### config.mk
export PLATFORM = sky130hd
export DESIGN_NAME = guarded_stack_slot_allocator_core
export DESIGN_NICKNAME = d
export VERILOG_FILES = /design/src/sv/gssa_pkg.sv /design/src/sv/gssa_ctrl.sv /design/src/sv/gssa_dp.sv /design/src/sv/guarded_stack_slot_allocator_core.sv
export VERILOG_INCLUDE_DIRS = /design/src /design/src/sv
export SDC_FILE = /design/constraint.sdc
export NUM_CORES = 1
export LEC_CHECK = 0
export ABC_AREA = 0
export BUFFER_PORTS_ARGS = -buffer_cell sky130_fd_sc_hd__buf_2
export CORE_MARGIN = 2
export CORE_UTILIZATION = 53
export CTS_CLUSTER_DIAMETER = 30
export DETAILED_ROUTE_END_ITERATION = 6
export PLACE_DENSITY = 0.77
export RECOVER_POWER = 100
export SLEW_MARGIN = 25
export SYNTH_ARGS = -nofsm -noshare
export SYNTH_HDL_FRONTEND = slang
export SYNTH_SLANG_ARGS = --single-unit
### constraint.sdc
create_clock -name i_clk -period 3.76 [get_ports i_clk]
set_clock_uncertainty 0.2 [all_clocks]
set_input_delay 0 -clock i_clk [delete_from_list [all_inputs] [get_ports i_clk]]
set_output_delay 0 -clock i_clk [all_outputs]
set_load 0.02 [all_outputs]
### src/sv/assert_macros.svh
`ifndef ASSERT_MACROS_SVH
`define ASSERT_MACROS_SVH

// Clocked implication check, held off while reset is asserted.
`define ASSERT_IMPL(lbl, clk, rstn, ante, cons, msg) \
    lbl: assert property (@(posedge clk) disable iff (!rstn) (ante) |-> (cons)) \
        else $error(msg);

// Clocked next-cycle implication check, held off while reset is asserted.
`define ASSERT_NEXT(lbl, clk, rstn, ante, cons, msg) \
    lbl: assert property (@(posedge clk) disable iff (!rstn) (ante) |=> (cons)) \
        else $error(msg);

`endif

### src/sv/gssa_pkg.sv
package gssa_pkg;

    localparam int PAGE_BYTES  = 4096;
    localparam int STACK_PAGES = 2;
    localparam int NUM_SLOTS   = 16;

    localparam int ADDR_W     = 32;
    localparam int OUT_SLOT_W = 6;
    localparam int STATUS_W   = 2;
    localparam int SLOT_W     = (NUM_SLOTS > 1) ? $clog2(NUM_SLOTS) : 1;
    localparam int SLOT_BYTES = (STACK_PAGES + 1) * PAGE_BYTES;

    localparam int IN_TDATA_W  = 32;
    localparam int IN_TUSER_W  = 2;
    localparam int OUT_TDATA_W = 40;

    localparam logic [ADDR_W-1:0] SLOT_BYTES_A = ADDR_W'(SLOT_BYTES);

    typedef enum logic {
        MODE_ALLOC = 1'b0,
        MODE_FREE  = 1'b1
    } t_mode;

    typedef enum logic [STATUS_W-1:0] {
        ST_OK       = 2'd0,
        ST_NO_SLOT  = 2'd1,
        ST_MAP_FAIL = 2'd2,
        ST_BAD_FREE = 2'd3
    } t_status;

    typedef enum logic {
        S_IDLE = 1'b0,
        S_EXEC = 1'b1
    } t_state;

    typedef struct packed {
        logic latch_in;
        logic exec;
    } t_ctl_cmd;

    typedef struct packed {
        logic [NUM_SLOTS-1:0] slot_busy;
    } t_dp_status;

    function automatic logic [ADDR_W-1:0] slot_offset(input int k);
        return ADDR_W'(k * SLOT_BYTES);
    endfunction

endpackage

### src/sv/gssa_ctrl.sv
module gssa_ctrl (
    input  logic              i_clk,
    input  logic              i_rst_n,
    input  logic              i_in_valid,
    output logic              o_in_ready,
    output logic              o_out_valid,
    input  logic              i_out_ready,
    output gssa_pkg::t_ctl_cmd o_cmd
);

    gssa_pkg::t_state r_state;
    gssa_pkg::t_state n_state;
    logic             r_out_valid;
    logic             n_out_valid;
    logic             w_slot_open;

    assign w_slot_open = !r_out_valid || i_out_ready;

    always_comb begin
        n_state = r_state;
        case (r_state)
            gssa_pkg::S_IDLE: begin
                if (i_in_valid) begin
                    n_state = gssa_pkg::S_EXEC;
                end
            end
            gssa_pkg::S_EXEC: begin
                if (w_slot_open) begin
                    n_state = gssa_pkg::S_IDLE;
                end
            end
            default: n_state = gssa_pkg::S_IDLE;
        endcase
    end

    always_comb begin
        o_in_ready     = 1'b0;
        o_cmd.latch_in = 1'b0;
        o_cmd.exec     = 1'b0;
        case (r_state)
            gssa_pkg::S_IDLE: begin
                o_in_ready     = 1'b1;
                o_cmd.latch_in = i_in_valid;
            end
            gssa_pkg::S_EXEC: begin
                o_cmd.exec = w_slot_open;
            end
            default: begin
                o_in_ready = 1'b0;
            end
        endcase
    end

    always_comb begin
        if (o_cmd.exec) begin
            n_out_valid = 1'b1;
        end else if (i_out_ready) begin
            n_out_valid = 1'b0;
        end else begin
            n_out_valid = r_out_valid;
        end
    end

    always_ff @(posedge i_clk) begin
        if (!i_rst_n) begin
            r_state     <= gssa_pkg::S_IDLE;
            r_out_valid <= 1'b0;
        end else begin
            r_state     <= n_state;
            r_out_valid <= n_out_valid;
        end
    end

    assign o_out_valid = r_out_valid;

endmodule

### src/sv/gssa_dp.sv
module gssa_dp (
    input  logic                            i_clk,
    input  logic                            i_rst_n,
    input  logic                            i_cfg_we,
    input  logic [gssa_pkg::ADDR_W-1:0]     i_cfg_wdata,
    input  gssa_pkg::t_ctl_cmd              i_cmd,
    input  logic                            i_mode,
    input  logic [gssa_pkg::ADDR_W-1:0]     i_top_address,
    input  logic                            i_map_ok,
    output logic [gssa_pkg::ADDR_W-1:0]     o_result_top,
    output logic [gssa_pkg::OUT_SLOT_W-1:0] o_slot_index,
    output logic [gssa_pkg::STATUS_W-1:0]   o_status,
    output gssa_pkg::t_dp_status            o_status_grp
);

    logic [gssa_pkg::ADDR_W-1:0]     r_first_top;
    logic [gssa_pkg::NUM_SLOTS-1:0]  r_slot_busy;
    logic [gssa_pkg::NUM_SLOTS-1:0]  n_slot_busy;
    gssa_pkg::t_mode                 r_mode;
    logic [gssa_pkg::ADDR_W-1:0]     r_top;
    logic                            r_map_ok;
    logic [gssa_pkg::ADDR_W-1:0]     r_result_top;
    logic [gssa_pkg::OUT_SLOT_W-1:0] r_slot_index;
    gssa_pkg::t_status               r_status;
    logic [gssa_pkg::ADDR_W-1:0]     n_result_top;
    logic [gssa_pkg::OUT_SLOT_W-1:0] n_slot_index;
    gssa_pkg::t_status               n_status;

    logic [gssa_pkg::ADDR_W-1:0]     w_offset;
    logic [gssa_pkg::NUM_SLOTS-1:0]  w_hit;
    logic [gssa_pkg::SLOT_W-1:0]     w_hit_idx;
    logic                            w_hit_live;
    logic [gssa_pkg::SLOT_W-1:0]     w_free_idx;
    logic                            w_free_any;
    logic [gssa_pkg::ADDR_W-1:0]     w_alloc_ofs;

    always_comb begin
        w_offset   = r_top - r_first_top;
        w_hit      = '0;
        w_hit_idx  = '0;
        w_free_idx = '0;
        for (int k = gssa_pkg::NUM_SLOTS - 1; k >= 0; k--) begin
            w_hit[k] = (w_offset == gssa_pkg::slot_offset(k));
            if (w_hit[k]) begin
                w_hit_idx = gssa_pkg::SLOT_W'(k);
            end
            if (!r_slot_busy[k]) begin
                w_free_idx = gssa_pkg::SLOT_W'(k);
            end
        end
        w_hit_live  = |(w_hit & r_slot_busy);
        w_free_any  = ~&r_slot_busy;
        w_alloc_ofs = gssa_pkg::ADDR_W'(w_free_idx) * gssa_pkg::SLOT_BYTES_A;
    end

    always_comb begin
        n_slot_busy  = r_slot_busy;
        n_result_top = '0;
        n_slot_index = '0;
        n_status     = gssa_pkg::ST_OK;
        case (r_mode)
            gssa_pkg::MODE_ALLOC: begin
                if (!w_free_any) begin
                    n_status = gssa_pkg::ST_NO_SLOT;
                end else if (!r_map_ok) begin
                    n_status = gssa_pkg::ST_MAP_FAIL;
                end else begin
                    n_result_top            = r_first_top + w_alloc_ofs;
                    n_slot_index            = gssa_pkg::OUT_SLOT_W'(w_free_idx);
                    n_slot_busy[w_free_idx] = 1'b1;
                end
            end
            gssa_pkg::MODE_FREE: begin
                if (w_hit_live) begin
                    n_slot_index           = gssa_pkg::OUT_SLOT_W'(w_hit_idx);
                    n_slot_busy[w_hit_idx] = 1'b0;
                end else begin
                    n_status = gssa_pkg::ST_BAD_FREE;
                end
            end
            default: n_status = gssa_pkg::ST_BAD_FREE;
        endcase
    end

    always_ff @(posedge i_clk) begin
        if (!i_rst_n) begin
            r_first_top <= gssa_pkg::SLOT_BYTES_A;
            r_slot_busy <= '0;
        end else begin
            if (i_cfg_we) begin
                r_first_top <= i_cfg_wdata + gssa_pkg::SLOT_BYTES_A;
            end
            if (i_cmd.exec) begin
                r_slot_busy <= n_slot_busy;
            end
        end
    end

    always_ff @(posedge i_clk) begin
        if (i_cmd.latch_in) begin
            r_mode   <= gssa_pkg::t_mode'(i_mode);
            r_top    <= i_top_address;
            r_map_ok <= i_map_ok;
        end
        if (i_cmd.exec) begin
            r_result_top <= n_result_top;
            r_slot_index <= n_slot_index;
            r_status     <= n_status;
        end
    end

    assign o_result_top           = r_result_top;
    assign o_slot_index           = r_slot_index;
    assign o_status               = r_status;
    assign o_status_grp.slot_busy = r_slot_busy;

endmodule

### src/sv/guarded_stack_slot_allocator_core.sv
// Guarded stack slot allocator: first-fit over a bitmap of fixed-size stack slots.
// Input stream (s_axis): tdata = top_address; tuser = {map_ok, mode}.
//   mode 0 allocates the lowest free slot (if map_ok), mode 1 frees a slot top.
// Output stream (m_axis): tdata = {status, slot_index, result_top}, one per input.
// Config: i_cfg_we / i_cfg_wdata write region_base; write only while idle.
// Output timing: after an input transfer the controller enters its execute state, and
//   m_axis_tvalid rises once the output register is free or being emptied.
// Requests do not overlap: the controller takes a request, then runs the slot search,
//   address compare and bitmap update in its execute state before it takes the next.
// An input is accepted while the previous result still waits in the output
//   register; if the receiver stalls, execution holds until that result is
//   taken, and s_axis_tready stays low meanwhile.
// Reset (synchronous, active low) clears the slot bitmap, sets region_base
//   to zero and drops any pending request and result.
`include "assert_macros.svh"

module guarded_stack_slot_allocator_core (
    input  logic                                 i_clk,
    input  logic                                 i_rst_n,
    input  logic                                 i_cfg_we,
    input  logic [gssa_pkg::ADDR_W-1:0]          i_cfg_wdata,
    input  logic                                 s_axis_tvalid,
    output logic                                 s_axis_tready,
    // [31:0] top_address
    input  logic [gssa_pkg::IN_TDATA_W-1:0]      s_axis_tdata,
    // [0] mode, [1] map_ok
    input  logic [gssa_pkg::IN_TUSER_W-1:0]      s_axis_tuser,
    output logic                                 m_axis_tvalid,
    input  logic                                 m_axis_tready,
    // [31:0] result_top, [37:32] slot_index, [39:38] status
    output logic [gssa_pkg::OUT_TDATA_W-1:0]     m_axis_tdata
);

    gssa_pkg::t_ctl_cmd              w_cmd;
    gssa_pkg::t_dp_status            w_dp_status;
    logic [gssa_pkg::ADDR_W-1:0]     w_result_top;
    logic [gssa_pkg::OUT_SLOT_W-1:0] w_slot_index;
    logic [gssa_pkg::STATUS_W-1:0]   w_status;

    gssa_ctrl u_ctrl (
        .i_clk       (i_clk),
        .i_rst_n     (i_rst_n),
        .i_in_valid  (s_axis_tvalid),
        .o_in_ready  (s_axis_tready),
        .o_out_valid (m_axis_tvalid),
        .i_out_ready (m_axis_tready),
        .o_cmd       (w_cmd)
    );

    gssa_dp u_dp (
        .i_clk         (i_clk),
        .i_rst_n       (i_rst_n),
        .i_cfg_we      (i_cfg_we),
        .i_cfg_wdata   (i_cfg_wdata),
        .i_cmd         (w_cmd),
        .i_mode        (s_axis_tuser[0]),
        .i_top_address (s_axis_tdata),
        .i_map_ok      (s_axis_tuser[1]),
        .o_result_top  (w_result_top),
        .o_slot_index  (w_slot_index),
        .o_status      (w_status),
        .o_status_grp  (w_dp_status)
    );

    assign m_axis_tdata = {w_status, w_slot_index, w_result_top};

    `ASSERT_NEXT(a_accept_then_exec, i_clk, i_rst_n, s_axis_tvalid && s_axis_tready,
        !s_axis_tready, "input transfer did not move the controller to execute")

    `ASSERT_IMPL(a_busy_only_on_exec, i_clk, i_rst_n, !$stable(w_dp_status.slot_busy),
        $past(w_cmd.exec), "slot bitmap changed outside an execute cycle")

    `ASSERT_IMPL(a_fail_is_zero, i_clk, i_rst_n,
        m_axis_tvalid && (w_status != gssa_pkg::ST_OK),
        (w_slot_index == '0) && (w_result_top == '0), "failed result carries nonzero fields")

endmodule

==> summary.md, run 1 <==
| Metric | Value |
|---|---|
| Initial DRC count | 1,331 |
| Final worst-path cycle share | 109.4% |
| Final wirelength | 34.95 mm |
| Critical path class | reg2reg |
| Global route overflow | 0 |
| Combinational power share | about a third |
| Die Y | about 130 um |
| Crit-path cells | inv_2 -> ha_4 -> a21o_1 -> a2111oi_4 -> a32oi_2 -> a21oi_4 -> xor2_4 -> buf_6 -> nand2_4 -> o21a_1 -> a211oi_2 -> nor4_4 -> buf_12 -> nor4_4 -> buf_4 -> a21oi_1 |
| Dominant synthesized flop cell | edfxtp_1 |
| TritonRoute pass-1 iters | 7 |
| Maxcap violations | 2 |
| Clock net sink count | 122 |
| CTS buffer count | 17 |
| Synth-to-layout area growth | 48.68% |
| Via count | 9,822 |
| Yosys top cell area share | 25.54% |
| Routability cong. | 0.9493 |
| Final worst slack | -0.3540 ns |
| TNS Setup | -8.208 ns |
| Area contributors post-synth | edfxtp_1 (26%), dfxtp_1 (12%), ha_1 (7.1%) |
| Syn Inst Count | 919 |
| Worst path required time | slightly below 4 ns |
| Post-DP HPWL | around 18 mm |
| Crit end category | register |
| Yosys warns | 0 |
| Worst VDD drop | 385.3 uV |
| FMAX | 0.2431 GHz |
| Switching power of the nets | ~1.7 mW |
| Worst slew pin tran | 2.400 ns |
| Routed Antenna Nets | 0 |
| Drt drc | 1 |
| Compound-Gate Fraction of Synth Area | 21.56% |
| Sw frac | 33.28% |
| Fin. max-slew vios | 72 |
| Slowest stage cell, crit path | a2111oi_4 |
| Slew headroom | -60.00% |
| Routed wire per std cell | 23.45 um |
| Sequential area share after synthesis | 37.36% |
| Non-filler cells, final | 1,490 |
| PwrDens | 399.0 nW/um^2 |
| Rows | 46 |
| Failing checks | design-rule violations, max-capacitance violations, max-slew violations, negative setup slack |
| Initial core utilization | 53.69% |
| Die area | approximately 17,000 um^2 |
| Area of the core | roughly 16,000 um^2 |
| Die X | 130.4 um |
| Share of cells above drive strength 1 | around a third |
| Netlist Area Pre-Place | 8467 um^2 |
| Static leakage | 5.172 nW |
| Number of global-route vias before repair | around 8.9k |
| Xor/xnor share of the synthesized area | 5.172% |
| Clock Latency Late Sink | 0.44 ns |
| First-pass GRT wire length | 45.74 mm |
| Total GRT Usage | 34.91% |
| Top-count cell post-synth | nand2_1 |
| Hold WC Path Type | in2reg |
| Vias per inst | 6.592 |
| Seq pwr share | 30.7% |
| Post-synth top cells | nand2_1 (74), edfxtp_1 (72), nor2_1 (72) |
| Synth Area in Adders | roughly 7.6% |
| Status | finished, violations left |
| Initial antenna violation count | 0 |
| FFs w/ async S/R, synth | 0% |
| Most common cell on crit path | nor4_4 |
| Pin count of the biggest net entering global routing | approximately 50 |
| Root Driver | clkbuf_16 |
| Yosys reg bits | roughly 120 |
| Delay-heaviest family, CP | compound AO/OA/AOI/OAI gates |
| CTS tree | done |
| CP max stage delay | 0.47 ns |
| # IOs | 113 |
| Post-Route Utilization | between 70% and 80% |
| Largest family of logic cells by synthesized area | compound AO/OA/AOI/OAI gates |
| Clock network power share | roughly 36% |
| Multiplexer area fraction after synthesis | under 10% |
| RSZ-0062 raised after global routing | true |
| Number of synthesized flops with an enable pin | 72 |
| Total design power | 5.022 mW |
| Minimum clock period | slightly above 4 ns |
| Int Pwr | about 3.4 mW |
| Cells after DPL | 1,343 |
| Crit path buf inv count | 4 |
| Port Buffers | between 100 and 150 |
| Cell taking the most area after synthesis | edfxtp_1 |
| Setup Viol. Count Final | 35 |
| CP arrival | 4.24 ns |
| Worst Path Max Fanout | 8 |
| CTS clk-pin slew, worst paths | 0.06 ns |
| Syn_area_per_cell | 9.213 um^2 |
| Synth cell types | 103 |
| Synth Area in Simple Gates | 20.78% |
| Final hold viol count | 0 |
| Clk buf depth | 2 |
| Final nets | about 1.4k |
| Crit start category | register |
| H-tree Lvls | 4 |
==> routing by layer <==
metal	vias up	wire length (um)	GRT usage, %
li1	4087	-	-
met3	305	3394	5.619
met1	4556	12000	40.20
met2	874	16630	61.29
met5	-	0	0
met4	0	2916	21.03
==> power groups by stage <==
stage	combinational [mW]	sequential, mW	clock, mW
3_5_place_dp	1.22	1.56	0
6_report	1.67	1.54	1.81
3_3_place_gp	1.21	1.56	0
5_1_grt	1.74	1.55	1.86
2_1_floorplan	0.742	1.57	0
4_1_cts	1.35	1.53	1.78
==> worst paths after layout <==
path	end	start	depth (start not counted)	slack, ns
max	u_dp.o_status_grp[4]	u_dp.r_first_top[7]	16	-0.35
min	u_dp.r_mode	s_axis_tuser[0]	2	0.07
max reg2reg	u_dp.o_status_grp[4]	u_dp.r_first_top[7]	16	-0.35
min reg2reg	u_dp.r_first_top[30]	u_dp.r_first_top[30]	1	0.28
==> stage by stage <==
stage	hold WS, ns	area, um^2	worst slack [ns]
2_1_floorplan	-0.1011	8509	0.001634
3_3_place_gp	-0.02364	10150	-0.1190
3_5_place_dp	-0.02191	10150	-0.2030
4_1_cts	0.03761	11890	-0.07399
5_1_grt	0.07447	12590	-0.4737
6_report	0.06627	12590	-0.3540
==> cell usage in the layout, fill, tap and decap left out, drive strengths merged, types with 13 or more instances in the layout <==
cell	netlist	layout
a21o	17	17
a21oi	65	65
and3	34	34
buf	13	217
clkbuf	23	68
dfxtp	50	50
dlygate4sd3	0	91
edfxtp	72	72
ha	48	48
inv	56	59
mux2i	19	19
nand2	76	76
nand3	41	41
nand4	15	15
nor2	75	75
nor2b	19	19
nor3	21	21
o211a	19	19
o21ai	56	56
xnor2	34	34
xor2	13	13
==> final cells by class <==
cell class                 count  area [um^2]
clock buffer                  19        442.9
clock inverter                13        187.7
inverter                      56        210.2
tap                          216        270.3
antenna                        1        2.502
sequential                   122         3167
multi-input combinational    706         5679
fill                         865         3182
timing repair buffer         357         2629
==> logic make-up (layout without fill, tap and decap cells) <==
group,after synthesis,in the layout
xor+xnor,47,47
compound gates,255,255
flops,122,122
mux,22,22
fa+ha+maj,50,50
other cells,1,3
buf+inv,92,445
simple gates,330,330
==> flip-flops by register name (all words and copies together) (netlist names) <==
name and flops:
u_dp.o_slot_index 4, u_dp.o_status 2, u_dp.r_mode 1, u_dp.o_status_grp 16, u_dp.r_map_ok 1, u_dp.r_top 32, u_ctrl.o_out_valid 1, u_dp.o_result_top 32
u_ctrl.r_state 1, u_dp.r_first_top 32
==> repair_timing <==
item	CTS	global route
hold endpoints to repair	102	0
cloned	0	0
pin swaps	27	68
endpoints found under the setup margin	31	39
resized for setup	34	137
buffers inserted	6	20
hold buffers	91	0
(Power assumes the default switching activity.)
==> inputs of run 2 (changes only) <==
--- a/config.mk
+++ b/config.mk
@@ -8,11 +8,11 @@
 export LEC_CHECK = 0
 export ABC_AREA = 0
 export BUFFER_PORTS_ARGS = -buffer_cell sky130_fd_sc_hd__buf_2
-export CORE_MARGIN = 2
-export CORE_UTILIZATION = 53
+export CORE_ASPECT_RATIO = 1.4
+export CORE_UTILIZATION = 50
 export CTS_CLUSTER_DIAMETER = 30
 export DETAILED_ROUTE_END_ITERATION = 6
-export PLACE_DENSITY = 0.77
+export PLACE_DENSITY = 0.73
 export RECOVER_POWER = 100
 export SLEW_MARGIN = 25
 export SYNTH_ARGS = -nofsm -noshare
==> summary.md, run 2 (synthesized netlist as in run 1, its figures left out) <==
| Metric | Value |
|---|---|
| Final Hold Slack | 0.06785 ns (+0.001579 ns) |
| Worst path required time | 3.71 ns (-0.17 ns) |
| Drt drc | 0 (-1) |
| Worst Path Max Fanout | 3 (-5) |
| Final worst slack | -0.2219 ns (+0.1321 ns) |
| Port Buffers | 110 (unchanged) |
| Via count | 9,223 (-6.1%) |
| CTS buffer count | 17 (unchanged) |
| Clock network power share | 35.6% (-0.5 points) |
| Critical path class | reg2reg |
| Pin count of the biggest net entering global routing | 53 (+3.9%) |
| Final nets | 1,383 (+0.14%) |
| Routability cong. | 0.9554 (+0.64%) |
| Post-DP HPWL | 18.82 mm (+3.2%) |
| Total design power | 4.852 mW (-3.4%) |
| Vias per inst | 6.253 (-5.1%) |
| Die area | 17,470 um^2 (+2.7%) |
| CP arrival | 3.94 ns (-0.30 ns) |
| Worst VDD drop | 272.0 uV (-29%) |
| TNS Setup | -1.940 ns (+6.269 ns) |
| Final worst-path cycle share | 105.9% (-3.5 points) |
| Die X | 112.0 um (-14%) |
| Final wirelength | 31.87 mm (-8.8%) |
| Status | finished, violations left |
| Setup Viol. Count Final | 31 (-11%) |
| Slew headroom | -79.60% (-20 points) |
| Maxcap violations | 2 (unchanged) |
| Clk buf depth | 2 (unchanged) |
| First-pass GRT wire length | 45.69 mm (-0.11%) |
| Crit start category | register |
| Combinational power share | 32.7% (-0.5 points) |
| Failing checks | max-capacitance violations, max-slew violations, negative setup slack |
| Initial antenna violation count | 1 (+1) |
| Int Pwr | 3.304 mW (-1.4%) |
| Final hold viol count | 0 (unchanged) |
| Die Y | 156.0 um (+20%) |
| Routed wire per std cell | 21.61 um (-7.9%) |
| Hold WC Path Type | in2reg |
| TritonRoute pass-1 iters | 6 (-1) |
| Initial DRC count | 823 (-38%) |
| CTS clk-pin slew, worst paths | 0.06 ns (about the same) |
| Share of cells above drive strength 1 | 32.39% (-0.051 points) |
| Clock net sink count | 122 (unchanged) |
| Static leakage | 5.089 nW (-1.6%) |
| Minimum clock period | 3.982 ns (-0.1321 ns) |
| Synth-to-layout area growth | 47.97% |
| Crit end category | register |
| Area of the core | 16,380 um^2 (+3.9%) |
| PwrDens | 387.2 nW/um^2 (-2.9%) |
| Placed cell area | 10,180 um^2 (+0.31%) |
| Global route overflow | 0 (unchanged) |
| H-tree Lvls | 4 (unchanged) |
| Clock Latency Late Sink | 0.44 ns (about the same) |
| Initial core utilization | 51.70% (-2.0 points) |
| Most common cell after layout, fill and taps aside | buf_4 |
| Number of global-route vias before repair | 8,960 (+0.23%) |
| Final Instance Area | 12,530 um^2 (-0.48%) |
| Seq pwr share | 31.8% (+1.1 points) |
| Total GRT Usage | 34.01% (-0.90 points) |
| Rows | 55 (+20%) |
| Worst slew pin tran | 2.694 ns (+0.2941 ns) |
| Root Driver | clkbuf_16 |
| Filler Cell Count | 1,022 (+18%) |
| RSZ-0062 raised after global routing | true |
| Most frequent cells in the layout | buf_4 (150), dlygate4sd3_1 (85), edfxtp_1 (72) |
| CTS tree | done |
| Fin. max-slew vios | 76 (+5.6%) |
| FMAX | 0.2511 GHz (+3.3%) |
| Sw frac | 31.90% (-1.4 points) |
| Switching power of the nets | 1.547 mW (-7.4%) |
| Routed Antenna Nets | 0 (unchanged) |
| # IOs | 113 (unchanged) |
## run 2: cell types whose count changed in the layout (fill, tap and decap cells not counted), sizes merged
cell         change
bufinv           -1
buf              +8
clkinvlp         +4
dlygate4sd3      -6
o21ai            +1
inv              -4
## run 2: layer usage
metal / vias to the layer above / global-route usage [%] / part of all wire (%)
met5: - / 0 / 0
met1: 4318 / 34.09 / 33
met2: 598 / 62.79 / 51
met3: 215 / 6.799 / 7.0
li1: 4092 / - / -
met4: 0 / 23.94 / 8.5
## run 2: metrics by stage
stage          instances  util, %  setup slack, ns
2_1_floorplan        920        -         0.001634
6_report            1475    76.49          -0.2219
3_3_place_gp        1333    62.14          -0.1169
4_1_cts             1457    72.51        -0.006839
5_1_grt             1475    76.49          -0.4469
3_5_place_dp        1333    62.14          -0.2287
## run 2: layout make-up
cell class	instances	area, um^2	area share, %
Clock inverter	12	145.1	1.158
Clock buffer	20	467.9	3.735
Antenna cell	1	2.502	0.01997
Timing Repair Buffer	358	2610	20.83
Sequential cell	122	3169	25.30
Multi-Input combinational cell	707	5672	45.27
Tap cell	199	249.0	1.987
Inverter	56	212.7	1.698
## run 2: worst max-delay path: stages, from the launching register on
cell and delay, ns:
dfxtp_2 0.32, inv_2 0.04, o21ai_1 0.05, a21boi_1 0.12, o21ai_1 0.07, a21boi_1 0.18
o21ai_1 0.08, a21boi_1 0.16, o21ai_1 0.07, nand2_1 0.13, inv_2 0.07, ha_4 0.17
buf_6 0.11, a21oi_2 0.13, nor2_1 0.07, nor2_1 0.14, xnor2_1 0.12, ha_1 0.31
inv_2 0.06, o21bai_1 0.20, a21oi_2 0.13, or4_4 0.51, xnor2_2 0.18, nor2_1 0.08
## run 2: final timing paths
check                        start               endpoint  slack (ns)  cells after the start
max reg2reg  u_dp.o_status_grp[14]  u_dp.o_result_top[30]       -0.22                     23
max          u_dp.o_status_grp[14]  u_dp.o_result_top[30]       -0.22                     23
min                        i_rst_n     u_ctrl.o_out_valid        0.07                      2
min reg2reg   u_dp.r_first_top[22]   u_dp.r_first_top[22]        0.30                      1
## run 2: power groups by stage
stage	Combinational [mW]	Clock, mW	Sequential, mW
2_1_floorplan	0.742	0	1.57
3_3_place_gp	1.21	0	1.55
3_5_place_dp	1.22	0	1.55
4_1_cts	1.36	1.71	1.53
5_1_grt	1.67	1.78	1.54
6_report	1.58	1.73	1.54
## run 2: timing repair
| action | CTS | global route |
|---|---|---|
| hold buffers | 84 | 1 |
| pin swaps | 29 | 58 |
| setup endpoints to repair | 35 | 37 |
| gates cloned | 1 | 0 |
| endpoints found under the hold margin | 86 | 1 |
| resized for setup | 45 | 119 |
| buffers inserted | 7 | 17 |
==> inputs of run 3 (changes only) <==
==> constraint.sdc (replaced) <==
create_clock -name i_clk -period 3.76 [get_ports i_clk]
set_clock_uncertainty 0.2 [all_clocks]
set_input_delay 1.128 -clock i_clk [delete_from_list [all_inputs] [get_ports i_clk]]
set_output_delay 1.128 -clock i_clk [all_outputs]
set_load 0.02 [all_outputs]
==> summary.md, run 3 (synthesized netlist as in run 1, its figures left out) <==
| Metric | Value |
|---|---|
| Status | finished, violations left |
| Failing checks | design-rule violations, max-capacitance violations, max-slew violations, negative setup slack |
| Static leakage | 5.032 nW (-1.1%) |
| Pin count of the biggest net entering global routing | 51 (-3.8%) |
| Routability cong. | 0.9775 (+2.3%) |
| Placed cell area | 10,200 um^2 (+0.25%) |
| First-pass GRT wire length | 41.96 mm (-8.2%) |
| Fin. max-slew vios | 148 (+95%) |
| CP arrival | 3.98 ns (+0.04 ns) |
| Crit end category | register |
| Setup Viol. Count Final | 30 (-3.2%) |
| PwrDens | 392.7 nW/um^2 (+1.4%) |
| TritonRoute pass-1 iters | 7 (+1) |
| Post-DP HPWL | 19.21 mm (+2.1%) |
| Worst Path Max Fanout | 6 (+3) |
| Number of global-route vias before repair | 8,452 (-5.7%) |
| Worst VDD drop | 350.9 uV (+29%) |
| Clock net sink count | 122 (unchanged) |
| Final hold viol count | 0 (unchanged) |
| Final wirelength | 28.23 mm (-11%) |
| Clock Latency Late Sink | 0.44 ns (about the same) |
| Initial core utilization | 51.70% (unchanged) |
| Routed wl met3 | 1.618 mm (-27%) |
| Routed Antenna Nets | 0 (unchanged) |
| Port Buffers | 110 (unchanged) |
| Critical path class | reg2reg |
| Minimum clock period | 4.011 ns (+0.02914 ns) |
| Area of the core | 16,380 um^2 (unchanged) |
| Final Instance Area | 12,010 um^2 (-4.1%) |
| Drt drc | 11 (+11) |
| Die area | 17,470 um^2 (unchanged) |
| # IOs | 113 (unchanged) |
| Worst path required time | 3.73 ns (+0.02 ns) |
| FMAX | 0.2493 GHz (-0.73%) |
| Routed wire per std cell | 20.02 um (-7.3%) |
| Final worst-path cycle share | 106.7% (+0.77 points) |
| Die Y | 156.0 um (unchanged) |
| CTS tree | done |
| RSZ-0062 raised after global routing | true |
| Rows | 55 (unchanged) |
| Total design power | 4.717 mW (-2.8%) |
| Via count | 8,556 (-7.2%) |
| Hold WC Path Type | reg2reg |
| Maxcap violations | 4 (+2) |
| Final Hold Slack | 0.2835 ns (+0.2157 ns) |
| Root Driver | clkbuf_16 |
| Top Metal Used | met4 |
| Most common cell after layout, fill and taps aside | buf_4 |
| Final worst slack | -0.2511 ns (-0.02913 ns) |
| Clk buf depth | 2 (unchanged) |
| Worst slew pin tran | 2.198 ns (-0.4958 ns) |
| Slew headroom | -46.55% (+33 points) |
| H-tree Lvls | 4 (unchanged) |
| Met2 routed WL | 14.99 mm (-8.4%) |
| Crit start category | register |
| CTS buffer count | 17 (unchanged) |
| Diode count | 0 (-1) |
| Met1 wire length | 10.11 mm (-4.5%) |
| Final nets | 1,319 (-4.6%) |
| Vias per inst | 6.068 (-3.0%) |
| Die X | 112.0 um (unchanged) |
| Synth-to-layout area growth | 41.86% |
| Share of cells above drive strength 1 | 40.38% (+8.0 points) |
| Total GRT Usage | 30.92% (-3.1 points) |
| Pre-CTS worst setup slack | -0.2088 ns (+0.01983 ns) |
| Initial DRC count | 557 (-32%) |
| CTS clk-pin slew, worst paths | 0.06 ns (about the same) |
| Most frequent cells in the layout | buf_4 (161), buf_2 (106), nand2_1 (74) |
| Initial antenna violation count | 0 (-1) |
| Global route overflow | 0 (unchanged) |
## run 3: path summary, 6_finish.rpt
check                                            from  slack, ns               endpoint  depth (start not counted)
worst min register to register   u_dp.r_first_top[22]       0.28   u_dp.r_first_top[22]                          1
worst max-delay path            u_dp.o_status_grp[14]      -0.25  u_dp.o_result_top[31]                         21
worst min-delay path             u_dp.r_first_top[22]       0.28   u_dp.r_first_top[22]                          1
worst max register to register  u_dp.o_status_grp[14]      -0.25  u_dp.o_result_top[31]                         21
## run 3: what timing repair did
item,in CTS,in global routing
pin swaps,35,55
setup buffers,17,23
resized for setup,54,143
hold buffers,0,0
endpoints found under the setup margin,35,37
gates cloned,1,0
## run 3: routing by layer
layer | global-route usage, % | up-vias
li1 | - | 3963
met1 | 32.84 | 4059
met2 | 58.24 | 412
met3 | 5.051 | 122
met4 | 16.38 | 0
met5 | 0 | -
## run 3: cell type report
cell class                 count  area, um^2
clock buffer                  27       545.5
clock inverter                 5       28.78
fill                        1135        4367
inverter                      56       210.2
multi-input combinational    707        5834
sequential                   122        3168
tap                          199       249.0
timing repair buffer         294        1976
## run 3: per-stage QoR
step | TNS (ns) | utilization (%) | cells
after global routing | -6.826 | 73.34 | 1410
after floorplan | 0 | - | 920
final | -3.018 | 73.34 | 1410
after detailed placement | -3.468 | 62.29 | 1338
after CTS | -0.4002 | 68.26 | 1388
after global placement | -2.087 | 62.29 | 1338
## run 3: critical path: stages (launching register included)
cell and delay (ns):
dfxtp_2 0.33, inv_2 0.04, o21ai_1 0.06, a21boi_1 0.14, o21ai_1 0.08, a21boi_1 0.15
o21ai_1 0.09, a21boi_1 0.15, o21ai_1 0.08, nand2_1 0.11, inv_2 0.07, ha_4 0.16
fa_2 0.54, ha_4 0.20, a21o_1 0.21, a21oi_2 0.20, nor2_2 0.08, o21a_1 0.22
o21ai_4 0.30, nor4_2 0.10, xnor2_1 0.20, nor2_1 0.07
## run 3: where the power goes
group          total, mW  internal (mW)  switching [mW]
Clock               1.60          0.991           0.614
Combinational       1.58          0.704           0.871
Sequential          1.54           1.50          0.0406
Total               4.72           3.19            1.53
